$ cat config.mk
export PLATFORM = sky130hd
export DESIGN_NAME = nmea_rmc_position_parser
export DESIGN_NICKNAME = d
export VERILOG_FILES = /design/src/rtl/nrp_pkg.sv /design/src/rtl/nrp_front.sv /design/src/rtl/nrp_queue.sv /design/src/rtl/nrp_back.sv /design/src/rtl/nmea_rmc_position_parser.sv
export SDC_FILE = /design/constraint.sdc
export NUM_CORES = 2
export LEC_CHECK = 0
export BUFFER_PORTS_ARGS = -buffer_cell sky130_fd_sc_hd__buf_2
export CORE_MARGIN = 2
export CORE_UTILIZATION = 58
export DETAILED_ROUTE_END_ITERATION = 10
export PLACE_DENSITY_LB_ADDON = 0.3
export SYNTH_ARGS = -nofsm -noshare
export SYNTH_HDL_FRONTEND = slang
export SYNTH_SLANG_ARGS = --single-unit
$ cat constraint.sdc
create_clock -name clk -period 6.7 [get_ports clk]
set_input_delay 1.005 -clock clk [delete_from_list [all_inputs] [get_ports clk]]
set_output_delay 1.005 -clock clk [all_outputs]
set_load 0.01 [all_outputs]
$ cat src/rtl/nrp_pkg.sv
// Shared types, constants and a helper function of the RMC position parser.
package nrp_pkg;

	localparam int unsigned FRAC_DIGITS_DEF = 5;
	localparam int unsigned SPEED_CHARS_DEF = 8;
	localparam int unsigned QUEUE_DEPTH = 4;

	localparam logic [19:0] MICRO = 20'd1000000;
	localparam logic [3:0] LAT_DEG_DIGITS = 4'd2;
	localparam logic [3:0] LON_DEG_DIGITS = 4'd3;

	typedef enum logic [1:0] {
		CMD_LAT  = 2'd0,
		CMD_LON  = 2'd1,
		CMD_EMIT = 2'd2
	} cmd_kind_t;

	// One unit of work handed from the byte parser to the converter.
	typedef struct packed {
		cmd_kind_t   kind;
		logic [9:0]  deg;
		logic [3:0]  char_idx;
		logic [19:0] frac;
		logic [2:0]  frac_cnt;
		logic [6:0]  whole_min;
		logic        negative;
		logic        status;
		logic [63:0] speed_text;
		logic [3:0]  speed_len;
		logic        speed_over;
	} cmd_t;

	function automatic logic [19:0] pow10(input logic [2:0] n);
		logic [19:0] r;
		case (n)
			3'd0: r = 20'd1;
			3'd1: r = 20'd10;
			3'd2: r = 20'd100;
			3'd3: r = 20'd1000;
			3'd4: r = 20'd10000;
			3'd5: r = 20'd100000;
			3'd6: r = 20'd1000000;
			default: r = 20'd1;
		endcase
		return r;
	endfunction

endpackage

$ cat src/rtl/nrp_front.sv
// Byte parser: walks the sentence fields and queues conversion and emit work.
module nrp_front #(
	parameter int unsigned FRAC_DIGITS = nrp_pkg::FRAC_DIGITS_DEF,
	parameter int unsigned SPEED_CHARS = nrp_pkg::SPEED_CHARS_DEF
) (
	input  logic           clk,
	input  logic           arst_n,
	input  logic           rx_valid,
	output logic           rx_ready,
	input  logic [7:0]     rx_byte,
	input  logic           q_full,
	output logic           q_push,
	output nrp_pkg::cmd_t  q_data
);
	import nrp_pkg::*;

	typedef enum logic [3:0] {
		PH_SYNC   = 4'd0,
		PH_MSGID  = 4'd1,
		PH_TIME   = 4'd2,
		PH_STATUS = 4'd3,
		PH_LAT    = 4'd4,
		PH_NS     = 4'd5,
		PH_LON    = 4'd6,
		PH_EW     = 4'd7,
		PH_SPEED  = 4'd8
	} phase_t;

	localparam logic [2:0] FRAC_MAX = 3'(FRAC_DIGITS);
	localparam logic [3:0] SPEED_MAX = 4'(SPEED_CHARS);

	phase_t      phase_q, phase_d;
	logic        status_q, status_d, south_q, south_d, west_q, west_d;
	logic [3:0]  idx_q, idx_d;
	logic [9:0]  deg_q, deg_d;
	logic [19:0] frac_q, frac_d;
	logic [2:0]  fcnt_q, fcnt_d;
	logic [6:0]  wm_q, wm_d;
	logic [1:0]  mode_q, mode_d;
	logic        hemi_q, hemi_d;
	logic [63:0] sbuf_q, sbuf_d;
	logic [3:0]  scnt_q, scnt_d;
	logic        sover_q, sover_d;

	logic        accept, comma, isdig;
	logic [3:0]  digit, dd;
	logic [9:0]  wm_next;

	assign rx_ready = !q_full;
	assign accept = rx_valid && rx_ready;
	assign comma = (rx_byte == 8'h2C);
	assign isdig = (rx_byte >= 8'h30) && (rx_byte <= 8'h39);
	assign digit = isdig ? 4'(rx_byte - 8'h30) : 4'd0;
	assign dd = (phase_q == PH_LAT) ? LAT_DEG_DIGITS : LON_DEG_DIGITS;
	assign wm_next = 10'(wm_q) * 10'd10 + 10'(digit);

	always_comb begin
		phase_d = phase_q;
		status_d = status_q;
		south_d = south_q;
		west_d = west_q;
		idx_d = idx_q;
		deg_d = deg_q;
		frac_d = frac_q;
		fcnt_d = fcnt_q;
		wm_d = wm_q;
		mode_d = mode_q;
		hemi_d = hemi_q;
		sbuf_d = sbuf_q;
		scnt_d = scnt_q;
		sover_d = sover_q;
		q_push = 1'b0;
		q_data = '0;
		q_data.deg = deg_q;
		q_data.char_idx = idx_q;
		q_data.frac = frac_q;
		q_data.frac_cnt = fcnt_q;
		q_data.whole_min = wm_q;
		q_data.status = status_q;
		q_data.speed_text = sbuf_q;
		q_data.speed_len = scnt_q;
		q_data.speed_over = sover_q;
		case (phase_q)
			PH_SYNC: if (rx_byte == 8'h24) phase_d = PH_MSGID;
			PH_MSGID: if (comma) phase_d = PH_TIME;
			PH_TIME: if (comma) phase_d = PH_STATUS;
			PH_STATUS: begin
				if (comma) begin
					phase_d = PH_LAT;
					idx_d = '0; deg_d = '0; frac_d = '0; fcnt_d = '0;
					wm_d = '0; mode_d = '0; hemi_d = 1'b0;
				end else begin
					status_d = (rx_byte == 8'h41);
				end
			end
			PH_LAT, PH_LON: begin
				if (comma) begin
					phase_d = (phase_q == PH_LAT) ? PH_NS : PH_EW;
					hemi_d = 1'b0;
				end else begin
					if (idx_q < dd) begin
						deg_d = 10'(deg_q * 10'd10 + 10'(digit));
					end else if (mode_q == 2'd0) begin
						if (isdig) wm_d = (wm_next > 10'd99) ? 7'd99 : wm_next[6:0];
						else if (rx_byte == 8'h2E) mode_d = 2'd1;
						else mode_d = 2'd2;
					end else if (mode_q == 2'd1) begin
						if (isdig) begin
							if (fcnt_q < FRAC_MAX) begin
								frac_d = 20'(frac_q * 20'd10 + 20'(digit));
								fcnt_d = fcnt_q + 3'd1;
							end
						end else begin
							mode_d = 2'd2;
						end
					end
					if (idx_q != 4'd15) idx_d = idx_q + 4'd1;
				end
			end
			PH_NS: begin
				if (comma) begin
					q_push = accept && hemi_q;
					q_data.kind = CMD_LAT;
					q_data.negative = south_q;
					phase_d = PH_LON;
					idx_d = '0; deg_d = '0; frac_d = '0; fcnt_d = '0;
					wm_d = '0; mode_d = '0; hemi_d = 1'b0;
				end else begin
					south_d = (rx_byte != 8'h4E);
					hemi_d = 1'b1;
				end
			end
			PH_EW: begin
				if (comma) begin
					q_push = accept && hemi_q;
					q_data.kind = CMD_LON;
					q_data.negative = west_q;
					phase_d = PH_SPEED;
					sbuf_d = '0; scnt_d = '0; sover_d = 1'b0;
				end else begin
					west_d = (rx_byte != 8'h45);
					hemi_d = 1'b1;
				end
			end
			PH_SPEED: begin
				if (comma) begin
					q_push = accept;
					q_data.kind = CMD_EMIT;
					phase_d = PH_SYNC;
				end else if (scnt_q < SPEED_MAX && scnt_q < 4'd8) begin
					sbuf_d[{scnt_q[2:0], 3'b000} +: 8] = rx_byte;
					scnt_d = scnt_q + 4'd1;
				end else begin
					sover_d = 1'b1;
				end
			end
			default: phase_d = PH_SYNC;
		endcase
	end

	always_ff @(posedge clk or negedge arst_n) begin
		if (!arst_n) begin
			phase_q <= PH_SYNC;
			status_q <= 1'b0; south_q <= 1'b0; west_q <= 1'b0;
			idx_q <= '0; deg_q <= '0; frac_q <= '0; fcnt_q <= '0;
			wm_q <= '0; mode_q <= '0; hemi_q <= 1'b0;
			sbuf_q <= '0; scnt_q <= '0; sover_q <= 1'b0;
		end else if (accept) begin
			phase_q <= phase_d;
			status_q <= status_d; south_q <= south_d; west_q <= west_d;
			idx_q <= idx_d; deg_q <= deg_d; frac_q <= frac_d; fcnt_q <= fcnt_d;
			wm_q <= wm_d; mode_q <= mode_d; hemi_q <= hemi_d;
			sbuf_q <= sbuf_d; scnt_q <= scnt_d; sover_q <= sover_d;
		end
	end

endmodule

$ cat src/rtl/nrp_queue.sv
// Short command queue between the byte parser and the converter.
module nrp_queue (
	input  logic           clk,
	input  logic           arst_n,
	input  logic           push,
	input  nrp_pkg::cmd_t  wdata,
	output logic           full,
	input  logic           pop,
	output logic           empty,
	output nrp_pkg::cmd_t  rdata
);
	import nrp_pkg::*;

	localparam int unsigned AW = $clog2(QUEUE_DEPTH);

	cmd_t          slot_q [QUEUE_DEPTH];
	logic [AW-1:0] wr_q, rd_q;
	logic [AW:0]   cnt_q;

	assign full = (cnt_q == (AW+1)'(QUEUE_DEPTH));
	assign empty = (cnt_q == '0);
	assign rdata = slot_q[rd_q];

	always_ff @(posedge clk) begin
		if (push) slot_q[wr_q] <= wdata;
	end

	always_ff @(posedge clk or negedge arst_n) begin
		if (!arst_n) begin
			wr_q <= '0;
			rd_q <= '0;
			cnt_q <= '0;
		end else begin
			if (push) wr_q <= wr_q + AW'(1);
			if (pop) rd_q <= rd_q + AW'(1);
			cnt_q <= cnt_q + (AW+1)'(push) - (AW+1)'(pop);
		end
	end

`ifndef SYNTHESIS
	a_no_overrun: assert property (@(posedge clk) disable iff (!arst_n) !(push && full))
		else $error("queue written while full");
	a_no_underrun: assert property (@(posedge clk) disable iff (!arst_n) !(pop && empty))
		else $error("queue read while empty");
	a_cnt_range: assert property (@(posedge clk) disable iff (!arst_n)
		cnt_q <= (AW+1)'(QUEUE_DEPTH))
		else $error("queue count above depth");
`endif

endmodule

$ cat src/rtl/nrp_back.sv
// Converter: turns coordinate fields into micro-degrees and drives the result register.
module nrp_back #(
	parameter int unsigned FRAC_DIGITS = nrp_pkg::FRAC_DIGITS_DEF
) (
	input  logic           clk,
	input  logic           arst_n,
	input  logic           q_empty,
	input  nrp_pkg::cmd_t  q_data,
	output logic           q_pop,
	output logic           res_valid,
	input  logic           res_ready,
	output logic           fix_valid,
	output logic [27:0]    latitude_udeg,
	output logic [30:0]    longitude_udeg,
	output logic [63:0]    speed_text,
	output logic [3:0]     speed_length,
	output logic           speed_overflow
);
	import nrp_pkg::*;

	localparam logic [19:0] SCALE = pow10(3'(FRAC_DIGITS));
	// micro-minutes per fraction unit; the fraction scale cancels out of the division
	localparam logic [19:0] UNIT_MUL = pow10(3'(6 - FRAC_DIGITS));
	localparam logic [26:0] HALF_MIN = 27'd30;
	// ceil(2^29 / 15): exact quotient by 15 for numerators below 2^25
	localparam logic [25:0] RECIP_15 = 26'd35791395;
	localparam int unsigned RECIP_SHIFT = 29;
	localparam int unsigned QW = 21;
	localparam logic [QW-1:0] QUOT_MAX = 21'd1666667;

	typedef enum logic [2:0] {
		B_IDLE, B_MUL1, B_MUL2, B_MUL3, B_DIV, B_DONE
	} bstate_t;

	bstate_t     state_q;
	cmd_t        cmd_q;
	logic [9:0]  deg_s_q;
	logic [19:0] frac_s_q;
	logic [26:0] scaled_q;
	logic [26:0] num_q;
	logic [29:0] degm_q;
	logic [QW-1:0] quot_q;
	logic [27:0] lat_q;
	logic [30:0] lon_q;
	logic        out_v_q;

	logic [3:0]  dd;
	logic [9:0]  deg_fac;
	logic [50:0] recip_prod;
	logic [30:0] mag, mag_n;
	logic        take_emit, load_res;

	assign dd = (cmd_q.kind == CMD_LON) ? LON_DEG_DIGITS : LAT_DEG_DIGITS;
	assign deg_fac = (cmd_q.char_idx < dd) ? 10'(pow10(3'(dd - cmd_q.char_idx))) : 10'd1;
	// divide by 60 as a shift by 2 and a reciprocal multiply by 1/15
	assign recip_prod = 51'(num_q[26:2]) * 51'(RECIP_15);
	assign mag = {1'b0, degm_q} + 31'(quot_q);
	assign mag_n = cmd_q.negative ? 31'd0 - mag : mag;
	assign take_emit = (q_data.kind == CMD_EMIT) && (!out_v_q || res_ready);
	assign q_pop = (state_q == B_IDLE) && !q_empty &&
		((q_data.kind != CMD_EMIT) || take_emit);
	assign load_res = q_pop && (q_data.kind == CMD_EMIT);
	assign res_valid = out_v_q;

	always_ff @(posedge clk or negedge arst_n) begin
		if (!arst_n) begin
			state_q <= B_IDLE;
			out_v_q <= 1'b0;
			lat_q <= '0;
			lon_q <= '0;
			cmd_q <= '0;
			deg_s_q <= '0;
			frac_s_q <= '0;
			scaled_q <= '0;
			num_q <= '0;
			degm_q <= '0;
			quot_q <= '0;
			fix_valid <= 1'b0;
			latitude_udeg <= '0;
			longitude_udeg <= '0;
			speed_text <= '0;
			speed_length <= '0;
			speed_overflow <= 1'b0;
		end else begin
			if (load_res) out_v_q <= 1'b1;
			else if (res_ready) out_v_q <= 1'b0;
			if (load_res) begin
				fix_valid <= q_data.status;
				latitude_udeg <= lat_q;
				longitude_udeg <= lon_q;
				speed_text <= q_data.speed_text;
				speed_length <= q_data.speed_len;
				speed_overflow <= q_data.speed_over;
			end
			case (state_q)
				B_IDLE: begin
					if (q_pop && (q_data.kind != CMD_EMIT)) begin
						cmd_q <= q_data;
						state_q <= B_MUL1;
					end
				end
				B_MUL1: begin
					deg_s_q <= 10'(cmd_q.deg * deg_fac);
					frac_s_q <= 20'(cmd_q.frac * pow10(3'(FRAC_DIGITS) - cmd_q.frac_cnt));
					state_q <= B_MUL2;
				end
				B_MUL2: begin
					scaled_q <= 27'(cmd_q.whole_min) * 27'(SCALE) + 27'(frac_s_q);
					state_q <= B_MUL3;
				end
				B_MUL3: begin
					num_q <= 27'(scaled_q) * 27'(UNIT_MUL) + HALF_MIN;
					degm_q <= 30'(deg_s_q) * 30'(MICRO);
					state_q <= B_DIV;
				end
				B_DIV: begin
					quot_q <= recip_prod[RECIP_SHIFT +: QW];
					state_q <= B_DONE;
				end
				B_DONE: begin
					if (cmd_q.kind == CMD_LON) lon_q <= mag_n;
					else lat_q <= mag_n[27:0];
					state_q <= B_IDLE;
				end
				default: state_q <= B_IDLE;
			endcase
		end
	end

`ifndef SYNTHESIS
	a_pop_idle: assert property (@(posedge clk) disable iff (!arst_n)
		q_pop |-> state_q == B_IDLE)
		else $error("command taken while converting");
	a_quot_range: assert property (@(posedge clk) disable iff (!arst_n)
		state_q == B_DONE |-> quot_q <= QUOT_MAX)
		else $error("minute quotient out of range");
	a_div_end: assert property (@(posedge clk) disable iff (!arst_n)
		state_q == B_DIV |=> state_q == B_DONE)
		else $error("division did not finish");
`endif

endmodule

$ cat src/rtl/nmea_rmc_position_parser.sv
// Top level of the NMEA RMC position parser.
// Usage:
//  - rx channel (rx_valid/rx_ready/rx_byte) takes one sentence character per
//    transfer, one per cycle when the command queue has room.
//  - res channel (res_valid/res_ready) delivers one result per sentence, at the
//    comma that ends the speed field: status, latitude and longitude in signed
//    micro-degrees, and the speed text with its length and overflow flag.
//  - The byte parser updates its field state once per accepted character and
//    posts work to a four-entry queue. The converter turns each coordinate into
//    micro-degrees by taking the command, three multiply steps, one reciprocal
//    multiply for the division by 60 and one store, and takes no new command
//    until it is back in idle.
//  - An emit command loads the result register at the edge that takes it from
//    the queue, so res_valid rises after the emit command has passed the queue,
//    when the converter is idle and the result register is free.
//  - rx_ready drops only while the queue is full; when res_ready is low the
//    finished result holds in the output register and parsing goes on until
//    the queue fills.
//  - Reset clears all parse state, stored coordinates and the queue; the
//    parser then waits for a dollar sign.
module nmea_rmc_position_parser #(
	parameter int unsigned FRAC_DIGITS = nrp_pkg::FRAC_DIGITS_DEF,
	parameter int unsigned SPEED_CHARS = nrp_pkg::SPEED_CHARS_DEF
) (
	input  logic        clk,
	input  logic        arst_n,
	input  logic        rx_valid,
	output logic        rx_ready,
	input  logic [7:0]  rx_byte,
	output logic        res_valid,
	input  logic        res_ready,
	output logic        fix_valid,
	output logic signed [27:0] latitude_udeg,
	output logic signed [30:0] longitude_udeg,
	output logic [63:0] speed_text,
	output logic [3:0]  speed_length,
	output logic        speed_overflow
);
	import nrp_pkg::*;

	cmd_t push_data, pop_data;
	logic push, pop, full, empty;

	nrp_front #(.FRAC_DIGITS(FRAC_DIGITS), .SPEED_CHARS(SPEED_CHARS)) u_front (
		.clk(clk), .arst_n(arst_n),
		.rx_valid(rx_valid), .rx_ready(rx_ready), .rx_byte(rx_byte),
		.q_full(full), .q_push(push), .q_data(push_data)
	);

	nrp_queue u_queue (
		.clk(clk), .arst_n(arst_n),
		.push(push), .wdata(push_data), .full(full),
		.pop(pop), .empty(empty), .rdata(pop_data)
	);

	nrp_back #(.FRAC_DIGITS(FRAC_DIGITS)) u_back (
		.clk(clk), .arst_n(arst_n),
		.q_empty(empty), .q_data(pop_data), .q_pop(pop),
		.res_valid(res_valid), .res_ready(res_ready),
		.fix_valid(fix_valid), .latitude_udeg(latitude_udeg),
		.longitude_udeg(longitude_udeg), .speed_text(speed_text),
		.speed_length(speed_length), .speed_overflow(speed_overflow)
	);

endmodule

==> reports/results.ini <==
[clock_tree]
cts_root_buf=clkbuf_16
clock_sinks=962
numCtsBuffers=95
clockBufferDepth=3
clock_latency_ps=700
cts_tree=yes
htree_levels=3
path_clk_slew_ps=60

[global_route]
grt_pass1_vias=39031
grt.total_usage=0.257
grt_max_degree=143
grt_pass1_wl_um=210000
antenna_found_initial=3
grt_overflow_total=0

[yosys]
syn_area_um2=58700
async_reset_ff_frac=0.514
synth_seq_cells=962
syn_avg_cell_area_um2=12.1
synth_area_leaders=edfxtp_1 (24%), dfrtp_1 (21%), ha_1 (12%), fa_1 (9.4%), mux4_2 (4.5%)
synth_ff_type=dfrtp_1
synth_top_cell_area_share=0.239
yosys.area.top_type=edfxtp_1
synth_cell_type_count=95
synth_cells=4839
synth_edf_count=468
synth-warning-count=0
seq_area_frac_synth=0.450
syn-num-nets=5709

[outcome]
violations=negative setup slack
status=finished with violations

[flow_run]
cap_violations=0

[worst_setup_path]
r2r_end=u_back.frac_s_q[19]
cp_max_fo=5
endpoint_kind=flip-flop
ff2ff_setup_slack_ps=-60
crit_type=reg2reg
crit_path_start_kind=flip-flop
crit-reg2reg-launch=u_back.cmd_q[79]
rr_worst_depth=28
worstPathArrival_ps=7290
cp_slowest_stage_delay_ps=540
required_ps=7230
crit_slowest_cell=fa_1

[timing]
slew_viol_final=0
finalHoldViolations=0
min_period_ps=6760
rsz0062_at_grt=true
max_slew_margin=0.154
fin_worst_skew_ps=34.8
clock.fmax_mhz=148
setup_viol=2
tightest_slew_ps=1260
final.period_utilization=1.01
fin_ws_ps=-62.8

[layout]
drive_gt1_frac=0.176
most-common-layout-cells=ha_1 (556), inv_1 (491), dfrtp_1 (491)
utilization=0.654
final_common_cell=ha_1
syn2layout_area_growth_pct=11.7
finalNetCount=5941
fill_cells=7370
final_cells=6511

[floorplanning]
die_y_um=322
die_w_um=322
start_util=0.586
die_area_um2=104000
io_pins=143
rows=116
core_area_um2=100000

[power_and_ir_drop]
p_leak_uw=0.0318
p_per_area_nw_per_um2=230
ir_drop_v=0.000273

[routing]
post_drt_wl_per_cell_um=19.9
first_pass_iters=5
drtIter0Drc=2463
ant_nets=0
wl_um=130000
dr_total_vias=37453
drc=0
vias_per_cell=5.75

[hold_path]
hold_class=in2async

[placement]
gp_congestion=0.883
portBuffers=142
dp_cells=6312
place_hpwl_um=93100

-- through the flow --
stage,hold WS [ps],total power (uW),setup slack [ps],TNS (ps),area [um^2]
2_1_floorplan,440,8490,2.82,0,58900
3_3_place_gp,454,9480,-206,-386,61900
3_5_place_dp,463,9510,-251,-663,61900
4_1_cts,360,15000,-50.5,-50.5,65300
5_1_grt,400,15800,-267,-804,65600
6_report,323,15100,-62.8,-81.7,65600
-- routing by layer --
metal	wire length [um]	global-route usage	vias up	part of all wire
met4	4810	0.0947	0	0.037
met2	65900	0.454	898	0.51
met1	52900	0.322	18805	0.41
met3	6250	0.0364	241	0.048
li1	-	-	17509	-
met5	0	0	-	0
-- layout make-up --
type | count | area (um^2) | area share
antenna | 2 | 5.00 | 0.0000763
clock buffer | 142 | 2800 | 0.0426
clock inverter | 36 | 408 | 0.00622
inverter | 507 | 1900 | 0.0290
multi-input combinational | 3209 | 30300 | 0.462
sequential | 962 | 26400 | 0.403
tap | 1357 | 1700 | 0.0259
timing repair buffer | 296 | 2080 | 0.0317
-- worst max-delay path: cells and delay by family, from the launching register on --
family / cells / cell delay, ps
buf+inv: 8 / 690
flops: 1 / 390
fa+ha+maj: 9 / 3540
simple gates: 7 / 1420
xor+xnor: 1 / 150
compound gates: 3 / 390
-- synth_stat cells, types with 10 or more instances --
cell	count
a211oi_1	19
a21o_1	66
a21oi_1	130
a22o_1	43
a31oi_1	23
and2_1	118
and3_1	41
buf_1	13
clkbuf_1	141
dfrtp_1	494
edfxtp_1	468
fa_1	276
ha_1	582
inv_1	507
mux2_2	206
mux4_2	117
nand2_1	401
nand2b_1	20
nand3_1	93
nand4_1	22
nor2_1	151
nor2b_1	20
nor3_1	59
nor3b_1	11
nor4_1	10
o211ai_1	10
o21a_1	26
o21ai_0	278
o21bai_1	12
o31ai_1	26
or2_2	16
or3_1	20
xnor2_1	173
xor2_1	102
-- power by group --
part / switching [uW] / internal, uW / leakage, uW
Sequential: 137 / 6210 / 0.0116
Clock: 2340 / 3040 / 0.00156
Combinational: 1890 / 1460 / 0.0187
-- sequential cells by signal, summed over array words and instances, names as in the netlist, 7 cells and up --
register	cells
u_back.scaled_q	25
u_back.frac_s_q	20
u_front.sbuf_q	64
u_back.deg_s_q	10
u_back.lat_q	28
u_back.latitude_udeg	28
u_back.num_q	25
u_back.cmd_q	47
u_queue.slot_q	468
u_front.wm_q	7
u_back.lon_q	31
u_back.speed_text	64
u_back.longitude_udeg	31
u_back.quot_q	21
u_back.degm_q	24
u_front.deg_q	10
u_front.frac_q	20
-- cells by family after synthesis --
kind of cell / synth area share
mux: 0.0857
simple gates: 0.0841
fa+ha+maj: 0.218
buf+inv: 0.0434
flops: 0.450
compound gates: 0.0774
xor+xnor: 0.0414
-- what timing repair did --
action,4_1_cts,5_1_grt
pin swaps,52,53
gates resized for setup,33,58
setup buffers,6,14
hold buffers,0,0
setup endpoints to repair,4,12
cloned,0,0
-- worst max path at each step --
stage	end	startpoint
after floorplan	u_back.frac_s_q[19]	u_back.cmd_q[79]
after global placement	u_back.frac_s_q[19]	u_back.cmd_q[80]
after detailed placement	u_back.frac_s_q[19]	u_back.cmd_q[79]
after CTS	u_back.frac_s_q[19]	u_back.cmd_q[79]
after global routing	u_back.frac_s_q[17]	u_back.cmd_q[79]
final	u_back.frac_s_q[19]	u_back.cmd_q[79]
(Power assumes the default switching activity.)
